<file path="src/design/sobm_pkg.sv">
// Shared constants, state encoding and controller/datapath interface types
// for the Sobel edge magnitude block. No dependencies.
package sobm_pkg;

  // Frame limits
  localparam int MAX_WIDTH    = 4096;
  localparam int HEIGHT_LIMIT = 4096;

  // Field and internal widths
  localparam int PIX_W     = 8;
  localparam int CFG_W     = 13;
  localparam int POS_W     = 12;
  localparam int COL_W     = $clog2(MAX_WIDTH);
  localparam int ROW_W     = $clog2(HEIGHT_LIMIT);
  localparam int WID_W     = $clog2(MAX_WIDTH + 1);
  localparam int HGT_W     = $clog2(HEIGHT_LIMIT + 1);
  localparam int GRAD_W    = 11;
  localparam int SUMSQ_W   = 21;
  localparam int ROOT_W    = 8;
  localparam int CFG_IDX_W = 2;

  localparam logic [ROOT_W-1:0] MAG_CLIP = 8'd255;

  // Register indexes
  localparam logic [CFG_IDX_W-1:0] REG_IMAGE_WIDTH  = 2'd0;
  localparam logic [CFG_IDX_W-1:0] REG_IMAGE_HEIGHT = 2'd1;

  typedef enum logic [2:0] {
    S_IDLE,
    S_GRAD,
    S_SQUARE,
    S_START,
    S_ROOT,
    S_OUT
  } sobm_state_t;

  // Controller to datapath
  typedef struct packed {
    logic load;        // latch pixel, line store read issued
    logic advance;     // window shift, line store write, gradients, counters
    logic square;      // register gx^2 + gy^2
    logic root_start;  // launch square root unit
    logic out_load;    // move result into output register
  } sobm_cmd_t;

  // Datapath to controller
  typedef struct packed {
    logic interior;    // current pixel completes an interior window
    logic root_done;   // square root result ready
    logic out_free;    // output register can take a result this cycle
  } sobm_status_t;

endpackage

</file>
<file path="src/design/sobm_ctrl.sv">
// Controller FSM: sequences load, gradient, square, root and output steps.
// Depends on sobm_pkg.
module sobm_ctrl
  import sobm_pkg::*;
(
  input  logic         clk,
  input  logic         rst,
  input  logic         in_valid,
  output logic         in_ready,
  input  sobm_status_t status,
  output sobm_cmd_t    cmd
);

  sobm_state_t state, state_next;

  always_ff @(posedge clk) begin
    if (rst) begin
      state <= S_IDLE;
    end else begin
      state <= state_next;
    end
  end

  // Next state and commands
  always_comb begin
    state_next = state;
    cmd        = '0;
    in_ready   = 1'b0;
    case (state)
      S_IDLE: begin
        in_ready = 1'b1;
        if (in_valid) begin
          cmd.load   = 1'b1;
          state_next = S_GRAD;
        end
      end
      S_GRAD: begin
        cmd.advance = 1'b1;
        state_next  = status.interior ? S_SQUARE : S_IDLE;
      end
      S_SQUARE: begin
        cmd.square = 1'b1;
        state_next = S_START;
      end
      S_START: begin
        cmd.root_start = 1'b1;
        state_next     = S_ROOT;
      end
      S_ROOT: begin
        if (status.root_done) begin
          state_next = S_OUT;
        end
      end
      S_OUT: begin
        if (status.out_free) begin
          cmd.out_load = 1'b1;
          state_next   = S_IDLE;
        end
      end
      default: begin
        state_next = S_IDLE;
      end
    endcase
  end

endmodule

</file>
<file path="config.mk">
export PLATFORM = sky130hd
export DESIGN_NAME = sobm_ctrl
export DESIGN_NICKNAME = d
export VERILOG_FILES = /design/src/design/sobm_pkg.sv /design/src/design/sobm_ctrl.sv
export SDC_FILE = /design/constraint.sdc
export NUM_CORES = 1
export LEC_CHECK = 0
export BUFFER_PORTS_ARGS = -buffer_cell sky130_fd_sc_hd__buf_2
export CORE_AREA = 3 3 40 42
export DETAILED_ROUTE_END_ITERATION = 10
export DIE_AREA = 0 0 43 45
export HOLD_SLACK_MARGIN = 0.15
export PLACE_DENSITY = 0.42
export SKIP_CTS_REPAIR_TIMING = 1
export SLEW_MARGIN = 10
export SYNTH_ARGS = -nofsm -noshare
export SYNTH_HDL_FRONTEND = slang
export SYNTH_SLANG_ARGS = --single-unit
export TNS_END_PERCENT = 20
</file>
<file path="constraint.sdc">
create_clock -name clk -period 1.5 [get_ports clk]
set_clock_uncertainty 0.1 [all_clocks]
set_input_delay 0.225 -clock clk [delete_from_list [all_inputs] [get_ports clk]]
set_output_delay 0.225 -clock clk [all_outputs]
set_load 0.01 [all_outputs]
</file>
==> impl_metrics.toml <==
[routing]
drt-initial-drc-count = 3
wl_um = 463
postRouteAntennaNets = 0
drc_errors = 0
wl_per_cell_um = 8.574
vias = 204
dr.pass1.iters = 4
vias_per_cell = 3.778

[synth]
seq_area_frac_synth_pct = 33.33
synthAdderAreaFrac_pct = 0
synthXorXnorAreaFrac_pct = 0
syn_nets = 29
synth_top_family_by_area = "simple AND/OR/NAND/NOR gates"
synth_cells = 23
synthMuxAreaShare_pct = 0
synth-simple-area-share_pct = 45.83
synth_area_sq_um = 180.2
syn_area_per_cell_sq_um = 7.834
ys_ff_latch = 3
yosysUniqueCellTypes = 13
ys_warn_count = 0
synth-compound-area-share_pct = 20.83

[timing]
timing.hold.ws_ns = 0.1813
period_minus_slack_ns = 1.453
slew_headroom_pct = 86.95
rsz0062_at_grt = "true"
fmax_mhz = 688.3
slew_violations = 0
setup_viol = 0
hold_viol = 0
fin_crit_sh_pct = 96.86
setup_tns_ns = 0
worst_pin_slew_ns = 0.1943

[global_route]
grt_pass1_wl_um = 752
grt-busiest-layer = "met1"
use_met3_pct = 2.390
use_met2_pct = 5.988
grtUsageMet1_pct = 7.229
grt_pass1_vias = 181
grt_antenna_before_repair = 0
grt_overflow = 0
grt_max_degree = 9
grtUsageTotal_pct = 5.412

[power_and_ir_drop]
power.ir.vdd_worst_mv = 0.3284
p_seq_share_pct = 33.1
pwr-share-comb_pct = 16.6
pwr_density_cell_mw_per_mm2 = 948.6
netSwitchingFraction_pct = 24.29
pwr-share-clk_pct = 50.3
p_leak_uw = 0.0001442
p_switching_uw = 67.46
power.internal_uw = 210.3

[cells_and_area]
finalNonFillerCells = 54
nFillCells = 147
final_core_utilization_pct = 22.78
n_antenna_cell = 0
reg_top3 = "state (3)"
regArea_sq_um = 62.56
area_growth_pct = 62.50
mostFrequentLayoutCells = "buf_2, nor2b_1, clkbuf_4"
regMostFlops = "state"
finalNetCount = 46
multi_input_area_sq_um = 120.1
drive_gt1_share_pct = 48.72
largest_reg_flops = 3
final_common_cell = "buf_2"

[flow_run]
cap_violations = 0

[floorplan]
pin_count = 12
rows = 13
die_h_um = 45
fp.dieW_um = 43
core_sq_mm = 0.001285
start_util_pct = 14.02
die_area_sq_mm = 0.001935

[min_path]
hold_start = "status[2]"
hold_class = "input pin to register"
whs_path_depth = 3
holdPathEnd = "state[1]$_SDFFE_PP0P_"

[setup_path]
cp_max_fo = 7
critPathKind = "register to output pin"
worstPathRequired_ns = 1.17
r2r_cells = 3
cp-end-kind = "output pin"
critPathArrivalTime_ns = 1.13
reg2reg_to = "state[2]$_SDFFE_PP0P_"
start_kind = "register"
reg2reg_slack_ns = 0.45
r2r_start = "state[2]$_SDFFE_PP0P_"

[clock_network]
clock_latency_ns = 0.23
clock_path_buffers = 2
cts_tree = "done"
cts_root_buf = "clkbuf_4"
htree_levels = 1
numCtsBuffers = 3
cts_sinks = 3
clkSlewWorstSetupHoldPaths_ns = 0.04

[placement]
globalplace.congestion = 0.5974
dp_hpwl_um = 358.5
placed_cells = 49
port_buffers = 11

[outcome]
outcome = "finished clean"
[power groups by stage]
stage / Sequential, uW / Clock [uW] / Combinational, uW
6_report: 92.0 / 140 / 46.1
3_5_place_dp: 92.4 / 0 / 44.4
5_1_grt: 93.5 / 150 / 52.6
2_1_floorplan: 90.6 / 0 / 25.3
4_1_cts: 91.2 / 149 / 44.6
3_3_place_gp: 92.4 / 0 / 44.8
[layer usage]
metal  share of wire [%]  wire, um
met1                  52       243
met2                  31       144
met3                  16        75
met4                   0         0
met5                   0         0
[metrics by stage]
step / area, sq um / total power, uW / setup WS, ns
after global placement: 254.0 / 137.3 / 0.2385
after floorplan: 180.2 / 115.9 / 0.2504
after detailed placement: 254.0 / 136.8 / 0.2326
after CTS: 280.3 / 284.7 / -0.02322
final: 292.8 / 277.7 / 0.04717
after global routing: 292.8 / 296.6 / -0.01434
[cells by family (layout without fill, tap and decap cells)]
kind of cell	Yosys count	in the layout
AOI/OAI and AO/OA	6	6
buffers and inverters	0	16
DFF	3	3
and+or+nand+nor	14	14
[synth_stat cells (all sizes together)]
cell	count	area (sq um)
o21ai	2	10.01
nor2b	4	25.02
nor2	2	7.510
a21oi	2	10.01
dfxtp	3	60.06
a21boi	1	7.510
and2b	2	16.27
o21ba	1	10.01
nand2	1	3.750
and3	1	7.510
nor3	2	10.01
and2	2	12.51
[worst max-delay path by stage]
stage	from	end	slack [ns]	cells past startpoint
4_1_cts	state[1]$_SDFFE_PP0P_	cmd[0]	-0.02	3
3_3_place_gp	state[1]$_SDFFE_PP0P_	cmd[0]	0.24	3
3_5_place_dp	state[1]$_SDFFE_PP0P_	cmd[0]	0.23	3
5_1_grt	state[0]$_SDFFE_PP0P_	cmd[4]	-0.01	3
6_report	state[1]$_SDFFE_PP0P_	cmd[0]	0.05	3
2_1_floorplan	state[0]$_SDFFE_PP0P_	cmd[4]	0.25	2
[final cells by class]
class	count	area share, %
tap	15	6.410
multi-input combinational	20	41.03
clock buffer	4	8.974
sequential	3	21.37
timing repair buffer	12	22.22
[worst max-delay path, stage by stage (launching register included)]
cell     delay [ns]
dfxtp_2        0.36
and2b_1        0.20
and3_2         0.20
buf_2          0.13
(Power assumes the default switching activity.)
